**src/sv/bms_pkg.sv**
```systemverilog
`timescale 1ns / 1ps
// ----------------------------------------------------------------------------
// bms_pkg
// Shared types, constants and arithmetic helpers for the battery measurement
// sequencer.
// ----------------------------------------------------------------------------
package bms_pkg;

    localparam int N_SAMPLES  = 5;
    localparam int TIME_W     = 32;
    localparam int REG_W      = 16;
    localparam int SAMPLE_W   = 12;
    localparam int SUM_W      = 15;
    localparam int COUNT_W    = 3;
    localparam int VOLT_W     = 13;
    localparam int PCT_W      = 7;
    localparam int APB_DATA_W = 32;
    localparam int APB_ADDR_W = 3;

    localparam logic [REG_W-1:0] PERIOD_RESET = 16'd1000;
    localparam logic [REG_W-1:0] SETTLE_RESET = 16'd100;

    localparam logic REG_PERIOD = 1'b0;
    localparam logic REG_SETTLE = 1'b1;

    localparam logic ACTION_TICK   = 1'b0;
    localparam logic ACTION_SAMPLE = 1'b1;

    localparam logic [COUNT_W-1:0] N_SAMPLES_C = COUNT_W'(N_SAMPLES);

    // Reciprocal multiply: exact quotient for every sum below 2**SUM_W
    localparam int DIV_SHIFT = SUM_W + COUNT_W;
    localparam int RECIP     = ((2 ** DIV_SHIFT) + N_SAMPLES - 1) / N_SAMPLES;
    localparam int RECIP_W   = DIV_SHIFT + 1;
    localparam int PROD_W    = SUM_W + RECIP_W;

    localparam logic [VOLT_W-1:0] MV_FULL  = 13'd4200;
    localparam logic [VOLT_W-1:0] MV_EMPTY = 13'd3400;
    localparam logic [PCT_W-1:0]  PCT_FULL = 7'd100;

    typedef struct packed {
        logic [REG_W-1:0] period_ms;
        logic [REG_W-1:0] settle_ms;
    } bms_cfg_t;

    function automatic logic [PCT_W-1:0] charge_from_mv(input logic [VOLT_W-1:0] mv);
        logic [VOLT_W-1:0] diff;
        logic [PCT_W-1:0]  pct;
        diff = mv - MV_EMPTY;
        if (mv > MV_FULL)
        begin
            pct = PCT_FULL;
        end
        else if (mv < MV_EMPTY)
        begin
            pct = '0;
        end
        else
        begin
            pct = diff[PCT_W+2:3];
        end
        return pct;
    endfunction

endpackage

```
**src/sv/bms_if.sv**
```systemverilog
`timescale 1ns / 1ps
// ----------------------------------------------------------------------------
// bms_in_if / bms_out_if
// Valid/ready channels carrying input items and result items.
// ----------------------------------------------------------------------------
interface bms_in_if;
    logic                          valid;
    logic                          ready;
    logic                          action;
    logic [bms_pkg::TIME_W-1:0]    now_ms;
    logic [bms_pkg::SAMPLE_W-1:0]  sample_mv;

    modport source (output valid, action, now_ms, sample_mv, input ready);
    modport sink   (input valid, action, now_ms, sample_mv, output ready);
endinterface

interface bms_out_if;
    logic                        valid;
    logic                        ready;
    logic                        switch_on;
    logic                        request_sample;
    logic                        measurement_done;
    logic [bms_pkg::VOLT_W-1:0]  voltage_mv;
    logic [bms_pkg::PCT_W-1:0]   percent;

    modport source (output valid, switch_on, request_sample, measurement_done,
                    voltage_mv, percent, input ready);
    modport sink   (input valid, switch_on, request_sample, measurement_done,
                    voltage_mv, percent, output ready);
endinterface

```
**src/sv/bms_cfg.sv**
```systemverilog
`timescale 1ns / 1ps
// ----------------------------------------------------------------------------
// bms_cfg
// APB register file holding the measurement period and settle time.
// ----------------------------------------------------------------------------
module bms_cfg (
    input  logic                             clk,
    input  logic                             rst_n,
    input  logic                             psel,
    input  logic                             penable,
    input  logic                             pwrite,
    input  logic [bms_pkg::APB_ADDR_W-1:0]   paddr,
    input  logic [bms_pkg::APB_DATA_W-1:0]   pwdata,
    output logic [bms_pkg::APB_DATA_W-1:0]   prdata,
    output logic                             pready,
    output bms_pkg::bms_cfg_t                cfg
);

    logic [bms_pkg::REG_W-1:0] period_reg;
    logic [bms_pkg::REG_W-1:0] settle_reg;
    logic                      wr_en;
    logic                      reg_sel;

    assign pready  = 1'b1;
    assign reg_sel = paddr[2];
    assign wr_en   = psel & penable & pwrite & pready;

    always_ff @(posedge clk or negedge rst_n)
    begin
        if (!rst_n)
        begin
            period_reg <= bms_pkg::PERIOD_RESET;
            settle_reg <= bms_pkg::SETTLE_RESET;
        end
        else if (wr_en)
        begin
            if (reg_sel == bms_pkg::REG_PERIOD)
            begin
                period_reg <= pwdata[bms_pkg::REG_W-1:0];
            end
            else
            begin
                settle_reg <= pwdata[bms_pkg::REG_W-1:0];
            end
        end
    end

    always_comb
    begin
        prdata = '0;
        if (reg_sel == bms_pkg::REG_PERIOD)
        begin
            prdata[bms_pkg::REG_W-1:0] = period_reg;
        end
        else
        begin
            prdata[bms_pkg::REG_W-1:0] = settle_reg;
        end
    end

    assign cfg.period_ms = period_reg;
    assign cfg.settle_ms = settle_reg;

endmodule

```
**src/sv/bms_seq.sv**
```systemverilog
`timescale 1ns / 1ps
// ----------------------------------------------------------------------------
// bms_seq
// Input register, measurement state and result register. Each registered
// item updates the state and produces one result in a single pass.
// ----------------------------------------------------------------------------
module bms_seq (
    input  logic               clk,
    input  logic               rst_n,
    input  bms_pkg::bms_cfg_t  cfg,
    bms_in_if.sink             item,
    bms_out_if.source          result
);

    // Input stage
    logic                           in_valid_reg;
    logic                           action_reg;
    logic [bms_pkg::TIME_W-1:0]     now_reg;
    logic [bms_pkg::SAMPLE_W-1:0]   smp_reg;

    // Measurement state
    logic [bms_pkg::TIME_W-1:0]     last_start_reg, last_start_next;
    logic                           switch_reg, switch_next;
    logic                           sampling_reg, sampling_next;
    logic [bms_pkg::COUNT_W-1:0]    count_reg, count_next;
    logic [bms_pkg::SUM_W-1:0]      sum_reg, sum_next;
    logic [bms_pkg::VOLT_W-1:0]     volt_reg, volt_next;
    logic [bms_pkg::PCT_W-1:0]      pct_reg, pct_next;

    // Result stage
    logic                           out_valid_reg;
    logic                           req_reg, req_next;
    logic                           done_reg, done_next;

    logic                           advance;
    logic                           fire;
    logic                           load;
    logic [bms_pkg::TIME_W-1:0]     elapsed;
    logic [bms_pkg::REG_W:0]        window_end;
    logic [bms_pkg::SUM_W-1:0]      sum_acc;
    logic [bms_pkg::COUNT_W-1:0]    count_inc;
    logic [bms_pkg::PROD_W-1:0]     quot_prod;
    logic [bms_pkg::SUM_W-1:0]      avg;
    logic [bms_pkg::VOLT_W-1:0]     volt_calc;

    assign advance    = !out_valid_reg || result.ready;
    assign fire       = in_valid_reg && advance;
    assign item.ready = !in_valid_reg || advance;
    assign load       = item.valid && item.ready;

    always_ff @(posedge clk or negedge rst_n)
    begin
        if (!rst_n)
        begin
            in_valid_reg <= 1'b0;
        end
        else if (item.ready)
        begin
            in_valid_reg <= item.valid;
        end
    end

    always_ff @(posedge clk)
    begin
        if (load)
        begin
            action_reg <= item.action;
            now_reg    <= item.now_ms;
            smp_reg    <= item.sample_mv;
        end
    end

    assign elapsed    = now_reg - last_start_reg;
    assign window_end = {1'b0, cfg.period_ms} + {1'b0, cfg.settle_ms};
    assign sum_acc    = sum_reg + bms_pkg::SUM_W'(smp_reg);
    assign count_inc  = count_reg + 1'b1;
    assign quot_prod  = bms_pkg::PROD_W'(sum_acc)
                      * bms_pkg::PROD_W'(bms_pkg::RECIP);
    assign avg        = quot_prod[bms_pkg::DIV_SHIFT +: bms_pkg::SUM_W];
    assign volt_calc  = {avg[bms_pkg::VOLT_W-2:0], 1'b0};

    always_comb
    begin
        last_start_next = last_start_reg;
        switch_next     = switch_reg;
        sampling_next   = sampling_reg;
        count_next      = count_reg;
        sum_next        = sum_reg;
        volt_next       = volt_reg;
        pct_next        = pct_reg;
        req_next        = 1'b0;
        done_next       = 1'b0;
        if (action_reg == bms_pkg::ACTION_TICK)
        begin
            if (!sampling_reg && elapsed >= bms_pkg::TIME_W'(cfg.period_ms))
            begin
                if (elapsed < bms_pkg::TIME_W'(window_end))
                begin
                    switch_next = 1'b1;
                end
                else
                begin
                    sampling_next   = 1'b1;
                    count_next      = '0;
                    sum_next        = '0;
                    last_start_next = now_reg;
                    req_next        = 1'b1;
                end
            end
        end
        else if (sampling_reg)
        begin
            sum_next   = sum_acc;
            count_next = count_inc;
            if (count_inc >= bms_pkg::N_SAMPLES_C)
            begin
                volt_next     = volt_calc;
                pct_next      = bms_pkg::charge_from_mv(volt_calc);
                switch_next   = 1'b0;
                sampling_next = 1'b0;
                count_next    = '0;
                done_next     = 1'b1;
            end
            else
            begin
                req_next = 1'b1;
            end
        end
    end

    always_ff @(posedge clk or negedge rst_n)
    begin
        if (!rst_n)
        begin
            last_start_reg <= '0;
            switch_reg     <= 1'b0;
            sampling_reg   <= 1'b0;
            count_reg      <= '0;
            sum_reg        <= '0;
            volt_reg       <= '0;
            pct_reg        <= '0;
            out_valid_reg  <= 1'b0;
        end
        else
        begin
            if (fire)
            begin
                last_start_reg <= last_start_next;
                switch_reg     <= switch_next;
                sampling_reg   <= sampling_next;
                count_reg      <= count_next;
                sum_reg        <= sum_next;
                volt_reg       <= volt_next;
                pct_reg        <= pct_next;
            end
            if (advance)
            begin
                out_valid_reg <= in_valid_reg;
            end
        end
    end

    always_ff @(posedge clk)
    begin
        if (fire)
        begin
            req_reg  <= req_next;
            done_reg <= done_next;
        end
    end

    assign result.valid            = out_valid_reg;
    assign result.switch_on        = switch_reg;
    assign result.request_sample   = req_reg;
    assign result.measurement_done = done_reg;
    assign result.voltage_mv       = volt_reg;
    assign result.percent          = pct_reg;

endmodule

```
**src/sv/battery_measure_sequencer.sv**
```systemverilog
`timescale 1ns / 1ps
// ----------------------------------------------------------------------------
// battery_measure_sequencer
// Periodic battery check: switch control, sample averaging and charge
// estimate behind valid/ready channels and an APB register port.
// ----------------------------------------------------------------------------
// Takes one tick or sample transaction per clock and returns exactly one
// result transaction for each, after the item has passed first through the
// input register and then the result register. Throughput is one transaction
// per cycle, limited only by result backpressure. The average is a reciprocal
// multiply of the sample sum; voltage and percent hold their last values
// between measurements. Registers: period_ms at byte 0, settle_ms at byte 4.
// ----------------------------------------------------------------------------
module battery_measure_sequencer (
    input  logic                             clk,
    input  logic                             rst_n,
    input  logic                             psel,
    input  logic                             penable,
    input  logic                             pwrite,
    input  logic [bms_pkg::APB_ADDR_W-1:0]   paddr,
    input  logic [bms_pkg::APB_DATA_W-1:0]   pwdata,
    output logic [bms_pkg::APB_DATA_W-1:0]   prdata,
    output logic                             pready,
    bms_in_if.sink                           item,
    bms_out_if.source                        result
);

    bms_pkg::bms_cfg_t cfg;

    bms_cfg u_cfg (
        .clk     (clk),
        .rst_n   (rst_n),
        .psel    (psel),
        .penable (penable),
        .pwrite  (pwrite),
        .paddr   (paddr),
        .pwdata  (pwdata),
        .prdata  (prdata),
        .pready  (pready),
        .cfg     (cfg)
    );

    bms_seq u_seq (
        .clk    (clk),
        .rst_n  (rst_n),
        .cfg    (cfg),
        .item   (item),
        .result (result)
    );

endmodule

```
**src/flat_wrapper.sv**
```systemverilog
// flat-port wrapper written by rule: the top's interface ports become plain ports
module battery_measure_sequencer_flat 
  (clk, rst_n, psel, penable, pwrite, paddr, pwdata, prdata, pready, item_valid, item_action, item_now_ms, item_sample_mv, item_ready, result_valid, result_switch_on, result_request_sample, result_measurement_done, result_voltage_mv, result_percent, result_ready);
  bms_in_if item_i ();
  bms_out_if result_i ();
  input  logic clk;
  input  logic rst_n;
  input  logic psel;
  input  logic penable;
  input  logic pwrite;
  input  logic [bms_pkg::APB_ADDR_W-1:0] paddr;
  input  logic [bms_pkg::APB_DATA_W-1:0] pwdata;
  output logic [bms_pkg::APB_DATA_W-1:0] prdata;
  output logic pready;
  input wire logic [$bits(item_i.valid)-1:0] item_valid;
  input wire logic [$bits(item_i.action)-1:0] item_action;
  input wire logic [$bits(item_i.now_ms)-1:0] item_now_ms;
  input wire logic [$bits(item_i.sample_mv)-1:0] item_sample_mv;
  output wire logic [$bits(item_i.ready)-1:0] item_ready;
  output wire logic [$bits(result_i.valid)-1:0] result_valid;
  output wire logic [$bits(result_i.switch_on)-1:0] result_switch_on;
  output wire logic [$bits(result_i.request_sample)-1:0] result_request_sample;
  output wire logic [$bits(result_i.measurement_done)-1:0] result_measurement_done;
  output wire logic [$bits(result_i.voltage_mv)-1:0] result_voltage_mv;
  output wire logic [$bits(result_i.percent)-1:0] result_percent;
  input wire logic [$bits(result_i.ready)-1:0] result_ready;
  assign item_i.valid = item_valid;
  assign item_i.action = item_action;
  assign item_i.now_ms = item_now_ms;
  assign item_i.sample_mv = item_sample_mv;
  assign item_ready = item_i.ready;
  assign result_valid = result_i.valid;
  assign result_switch_on = result_i.switch_on;
  assign result_request_sample = result_i.request_sample;
  assign result_measurement_done = result_i.measurement_done;
  assign result_voltage_mv = result_i.voltage_mv;
  assign result_percent = result_i.percent;
  assign result_i.ready = result_ready;
  battery_measure_sequencer u_core (.clk(clk), .rst_n(rst_n), .psel(psel), .penable(penable), .pwrite(pwrite), .paddr(paddr), .pwdata(pwdata), .prdata(prdata), .pready(pready), .item(item_i), .result(result_i));
endmodule
```
**config.mk**
```make
export PLATFORM = sky130hd
export DESIGN_NAME = battery_measure_sequencer_flat
export DESIGN_NICKNAME = d
export VERILOG_FILES = /design/src/sv/bms_pkg.sv /design/src/sv/bms_if.sv /design/src/sv/bms_cfg.sv /design/src/sv/bms_seq.sv /design/src/sv/battery_measure_sequencer.sv /design/src/flat_wrapper.sv
export SDC_FILE = /design/constraint.sdc
export NUM_CORES = 1
export LEC_CHECK = 0
export BUFFER_PORTS_ARGS = -buffer_cell sky130_fd_sc_hd__buf_4
export CORE_MARGIN = 4
export CORE_UTILIZATION = 48
export CTS_CLUSTER_DIAMETER = 150
export DETAILED_ROUTE_END_ITERATION = 10
export MAX_ROUTING_LAYER = met4
export PLACE_DENSITY = 0.67
export SYNTH_ARGS = -nofsm -noshare
export SYNTH_HDL_FRONTEND = slang
export SYNTH_SLANG_ARGS = --single-unit
```
**constraint.sdc**
```tcl
create_clock -name clk -period 11.2 [get_ports clk]
set_input_delay 2.24 -clock clk [delete_from_list [all_inputs] [get_ports clk]]
set_output_delay 2.24 -clock clk [all_outputs]
set_load 0.03 [all_outputs]
```
==> reports/metrics.csv, run 1 <==
metric,value,unit
WL final,29.06,mm
"Seq/Total Area, Yosys",0.2943,
clock period minus worst slack,9.077,ns
WL/cell,15.71,um
die width,177.3,um
CTS hold repair buffers,0,
synthesized cell area,13760,um^2
RSZ-0062 raised after global routing,false,
crit path max-delay cell type,a2111oi_0,
first-pass GRT wire length,47.68,mm
GRT Resource Usage Total,0.1939,
share of layout cells above drive strength 1,0.1727,
number of global-route vias before repair,9778,
Synth Area in Compound Gates,0.1454,
Die H,177.3,um
TritonCTS clock tree,done,
Max Freq,110.2,MHz
worst reg2reg path depth,33,
DRC violation total after the first TritonRoute iteration,360,
# DRC,0,
clock latency on the worst-skew pair,0.45,ns
I/O pin count,145,
Initial Utilization,0.4913,
Startpoint Class,flop,
fraction of synthesized area in multiplexers,0.07520,
largest family of logic cells by synthesized area,adder cells,
Post-synth EDFFs,47,
setup violators final,0,
number of vias per cell,5.268,
grt ovf,0,
DRT Pass-1 Iters,6,
Post-CTS Setup Bufs,0,
Die ar.,31440,um^2
Synth Warn #,0,
core area,28010,um^2
Inserted Clock Buffers,17,
CP top delay family,compound AO/OA/AOI/OAI gates,
clock tree sinks,152,
clk_skew,0.01561,ns
Detail Route Antenna Nets,0,
launch point of the worst hold path,u_core.u_seq.result.voltage_mv[12]$_DFFE_PN0P_,
H-Tree Depth,4,
Buf/Inv on CP,5,
hold endpoint,u_core.u_seq.result.voltage_mv[12]$_DFFE_PN0P_,
setup total negative slack,0,ns
WS Path Type,reg2reg,
Slew headroom,0.3276,
Resized cells post-CTS,0,
"FFs w/ async S/R, synth",0.6908,
post-synthesis simple-gate area fraction,0.09029,
fin. max-slew vios,0,
class of the worst hold path,reg2reg,
post-synthesis cell type count,85,
IO Port Bufs,108,
most frequent cells in the layout,"198 x inv_1, 197 x ha_1, 113 x buf_4",
largest net degree at the start of global routing,73,
area grow syn2layout,12.42,%
"most common cell after layout, fill and taps aside",inv_1,
HPWL after DPL,22.92,mm
Critical Path Sink Type,flop,
number of nets in the layout,1804,
Max-cap violations,0,
via count,9746,
CP max FO,6,
worst r2r src,u_core.u_seq.smp_reg[0]$_DFFE_PP_,
Hold Path Depth,2,
WP data required,11.51,ns
Synth Area in Adders,0.2693,
clk buf depth,2,
prevailing post-synth register cell,dfrtp_1,
Hold Fails Final Rpt,0,
Reg-to-Reg End,u_core.u_seq.result.percent[1]$_DFFE_PN0P_,
initial antenna violation count,1,
Worst-Margin Slew,1.006,ns
Root Driver,clkbuf_16,
reg2reg setup slack,2.12,ns
status,"finished, final reports clean",
"Largest stage delay, worst path",0.66,ns
Core Rows,61,
xor/xnor share of the synthesized area,0.04837,
Final GP Congestion,0.9020,
Arrival @ worst endpoint,9.39,ns
Tcrit/Tclk final,0.8105,
clock transition at the registers of the reported paths,0.07,ns
"flops & latches, synth",152,
gate count after technology mapping,1356,
"Avg Cell Area, Syn",10.15,um^2
[stage by stage]
stage               hold WS [ns]  area, um^2  setup slack [ns]  utilization  std cells
floorplan                 0.4572       13820             3.161            -       1372
global placement          0.4696       14830             2.362       0.5295       1817
detailed placement        0.4732       14830             2.201       0.5295       1817
CTS                       0.4898       15470             2.145       0.5522       1849
global route              0.5109       15470             1.556       0.5523       1850
finish                    0.4848       15470             2.123       0.5523       1850
[cells by family (layout without fill, tap and decap cells)]
group,count (synthesis),after routing
other cells,2,19
fa+ha+maj,259,259
mux,84,84
flops,152,152
simple gates,247,247
xor+xnor,76,76
buf+inv,244,343
compound gates,292,292
[worst register-to-register path, delay by kind of cell (launching register included)]
kind            cells  cell delay, ns
mux                 1            0.30
fa+ha+maj           9            3.53
compound gates     14            3.58
flops               1            0.36
xor+xnor            3            0.75
simple gates        1            0.12
buf+inv             5            0.32
[worst max path at each step]
stage | from | end | depth (start not counted)
finish | u_core.u_seq.smp_reg[0]$_DFFE_PP_ | u_core.u_seq.result.percent[1]$_DFFE_PN0P_ | 33
detailed placement | u_core.u_seq.smp_reg[0]$_DFFE_PP_ | u_core.u_seq.result.percent[1]$_DFFE_PN0P_ | 32
global placement | u_core.u_seq.smp_reg[0]$_DFFE_PP_ | u_core.u_seq.result.percent[1]$_DFFE_PN0P_ | 31
floorplan | u_core.u_seq.smp_reg[0]$_DFFE_PP_ | u_core.u_seq.result.percent[2]$_DFFE_PN0P_ | 32
CTS | u_core.u_seq.smp_reg[0]$_DFFE_PP_ | u_core.u_seq.result.percent[1]$_DFFE_PN0P_ | 33
global route | u_core.u_seq.smp_reg[0]$_DFFE_PP_ | u_core.u_seq.result.percent[1]$_DFFE_PN0P_ | 32
[layout make-up]
cell class | instances | area (um^2)
Inverter | 198 | 743.2
Clock inverter | 9 | 133.9
Antenna cell | 1 | 2.502
Fill cell | 2509 | 12540
Timing Repair Buffer | 113 | 848.3
Sequential cell | 152 | 4050
Clock buffer | 23 | 500.5
Tap cell | 378 | 473.0
Multi-Input combinational cell | 976 | 8718
[Yosys cell counts, types with 4 or more instances]
cell        n  area, um^2
o22ai_1     5       31.28
o21ai_0    66       330.3
a31oi_1     6       37.54
ha_1      197        2465
a21oi_1    68       340.3
nor2b_1    10       62.56
a21o_1     37       277.8
buf_2       5       25.02
or2_2       4       25.02
dfrtp_1    96        2402
nor4_1      6       37.54
xor2_1     27       236.5
nand2b_1   15       93.84
mux2_4     30       450.4
a211o_1     6       52.55
nand4_1    11       68.82
or3_1      10       62.56
nand3_1    12       60.06
a211oi_1    7       52.55
clkbuf_1   18       67.56
dfstp_2     9       236.5
buf_4      18       135.1
and2_1      7       43.79
o211ai_1   12       90.09
xnor2_1    49       429.2
o21ai_1     5       25.02
fa_1       62        1241
inv_1     198       743.2
mux2_2     35       394.1
o21a_1     17       127.6
nor3_1     13       65.06
edfxtp_1   47        1411
nor2_1     39       146.4
and3_1      5       31.28
a31o_2      5       43.79
mux2i_1    19       190.2
o21bai_1   15       112.6
nand2_1    94       352.8
[layer usage]
metal  GRT usage  wire length (um)  up-vias
met5           -                 0        -
met4     0.05479               524        0
met3     0.03110               946       41
met2      0.3349             14790      127
met1      0.2367             12800     4690
li1            -                 -     4888
Power of run 1 is not shown: default switching activity piles up to over one toggle a cycle in this logic, so the estimate is an artifact.
==> inputs of run 2 (changes only) <==
--- a/config.mk
+++ b/config.mk
@@ -11,7 +11,7 @@
 export CTS_CLUSTER_DIAMETER = 150
 export DETAILED_ROUTE_END_ITERATION = 10
 export MAX_ROUTING_LAYER = met4
-export PLACE_DENSITY = 0.67
+export PLACE_DENSITY = 0.7
 export SYNTH_ARGS = -nofsm -noshare
 export SYNTH_HDL_FRONTEND = slang
 export SYNTH_SLANG_ARGS = --single-unit
==> constraint.sdc (replaced) <==
create_clock -name clk -period 7.5 [get_ports clk]
set_input_delay 1.5 -clock clk [delete_from_list [all_inputs] [get_ports clk]]
set_output_delay 1.5 -clock clk [all_outputs]
set_load 0.03 [all_outputs]
==> reports/metrics.csv, run 2 (synthesis results as in run 1) <==
metric,value,unit
Slew headroom,0.2642,
area grow syn2layout,22.24,%
class of the worst hold path,reg2reg,
crit path max-delay cell type,fa_2,
status,"complete, but fails checks",
DRC violation total after the first TritonRoute iteration,321,
Initial Utilization,0.4913,
violated checks,setup timing,
Startpoint Class,flop,
busiest layer in global routing,met2,
number of nets in the layout,1931,
Tcrit/Tclk final,1.060,
Final GP Congestion,0.9137,
fin. max-slew vios,0,
number of vias per cell,5.230,
HPWL after DPL,23.60,mm
cell count after placement,1910,
reg2reg setup slack,-0.45,ns
Max Freq,125.7,MHz
Buf/Inv on CP,7,
Die ar.,31440,um^2
clock transition at the registers of the reported paths,0.07,ns
Inserted Clock Buffers,17,
Critical Path Sink Type,flop,
"Top cell by count, worst path",inv_2,
final non-filler cell total,1976,
Post-Place Worst Slack,-0.6363,ns
Worst-Margin Slew,1.095,ns
Hold Fails Final Rpt,0,
die width,177.3,um
RSZ-0062 raised after global routing,true,
Root Driver,clkbuf_16,
GRT met3 Usage,0.03089,
CP max FO,5,
Hold Path Depth,2,
core area,28010,um^2
launch point of the worst hold path,u_core.u_seq.result.voltage_mv[11]$_DFFE_PN0P_,
setup total negative slack,-3.504,ns
# DRC,0,
clk_skew,0.01355,ns
clock tree sinks,152,
DRT Pass-1 Iters,5,
CP top delay family,adder cells,
WL/cell,15.38,um
Die H,177.3,um
grt ovf,0,
WS Path Type,reg2reg,
clock latency on the worst-skew pair,0.44,ns
hold_ws,0.4846,ns
Reg-to-Reg End,u_core.u_seq.result.percent[1]$_DFFE_PN0P_,
first-pass GRT wire length,50.53,mm
initial antenna violation count,0,
CTS hold repair buffers,0,
number of global-route vias before repair,10770,
met1 Use GR,0.2435,
I/O pin count,145,
Max-cap violations,0,
Inserted Diodes,0,
clock period minus worst slack,7.953,ns
most frequent cells in the layout,"234 x buf_4, 188 x inv_1, 188 x ha_1",
setup violators final,10,
TritonCTS clock tree,done,
H-Tree Depth,4,
hold endpoint,u_core.u_seq.result.voltage_mv[11]$_DFFE_PN0P_,
Arrival @ worst endpoint,8.26,ns
final worst slack,-0.4530,ns
worst r2r src,u_core.u_seq.sum_reg[0]$_DFFE_PN0P_,
met2 usage,0.3579,
Detail Route Antenna Nets,0,
share of layout cells above drive strength 1,0.2822,
IO Port Bufs,108,
WL final,30.40,mm
WP data required,7.81,ns
largest net degree at the start of global routing,65,
worst reg2reg path depth,33,
via count,10340,
Core Rows,61,
clk buf depth,2,
GRT Resource Usage Total,0.2025,
"Largest stage delay, worst path",0.59,ns
"most common cell after layout, fill and taps aside",buf_4,
[run 2: cell count changes in the layout (fill, tap and decap cells not counted), sizes merged]
| cell | delta |
|---|---|
| bufinv | -3 |
| diode | -1 |
| inv | +4 |
| buf | +127 |
| clkbuf | -5 |
| clkinvlp | +4 |
[run 2: layer usage]
layer  vias up  wire length [um]
li1       5142                 -
met1      5025             13250
met2       130             15830
met3        38               821
met4         0               499
met5         -                 0
[run 2: worst max path at each step]
stage | start | end | depth (start not counted)
after detailed placement | u_core.u_seq.smp_reg[0]$_DFFE_PP_ | u_core.u_seq.result.percent[4]$_DFFE_PN0P_ | 34
after global routing | u_core.u_seq.sum_reg[0]$_DFFE_PN0P_ | u_core.u_seq.result.percent[1]$_DFFE_PN0P_ | 35
after global placement | u_core.u_seq.sum_reg[0]$_DFFE_PN0P_ | u_core.u_seq.result.percent[0]$_DFFE_PN0P_ | 34
after floorplan | u_core.u_seq.sum_reg[0]$_DFFE_PN0P_ | u_core.u_seq.result.percent[2]$_DFFE_PN0P_ | 31
final | u_core.u_seq.sum_reg[0]$_DFFE_PN0P_ | u_core.u_seq.result.percent[1]$_DFFE_PN0P_ | 33
after CTS | u_core.u_seq.smp_reg[0]$_DFFE_PP_ | u_core.u_seq.result.percent[2]$_DFFE_PN0P_ | 35
[run 2: metrics by stage]
step / utilization / area, um^2
after floorplan: - / 13920
after global placement: 0.5579 / 15630
after detailed placement: 0.5579 / 15630
after CTS: 0.5915 / 16570
after global routing: 0.6005 / 16820
final: 0.6005 / 16820
[run 2: worst reg2reg max path, delay by kind of cell, from the launching register on]
kind                       cells  cell delay [ns]
muxes                          1             0.28
buffers and inverters          7             0.70
and+or+nand+nor                1             0.09
AOI/OAI and AO/OA             13             2.71
DFF                            1             0.39
adders and majority gates      8             3.23
xor gates and xnor gates       3             0.44
[run 2: repair_timing]
action,4_1_cts,5_1_grt
buffers inserted,23,17
setup endpoints to repair,11,16
resized for setup,46,34
pin swaps,55,37
[run 2: layout make-up]
| cell class | count | area [um^2] |
|---|---|---|
| fill | 2350 | 11190 |
| multi-input combinational | 976 | 9180 |
| tap | 378 | 473.0 |
| inverter | 198 | 743.2 |
| sequential | 152 | 4050 |
| clock buffer | 18 | 429.2 |
| timing repair buffer | 240 | 1833 |
| clock inverter | 14 | 112.6 |
Power of run 2 is left out for the same reason.
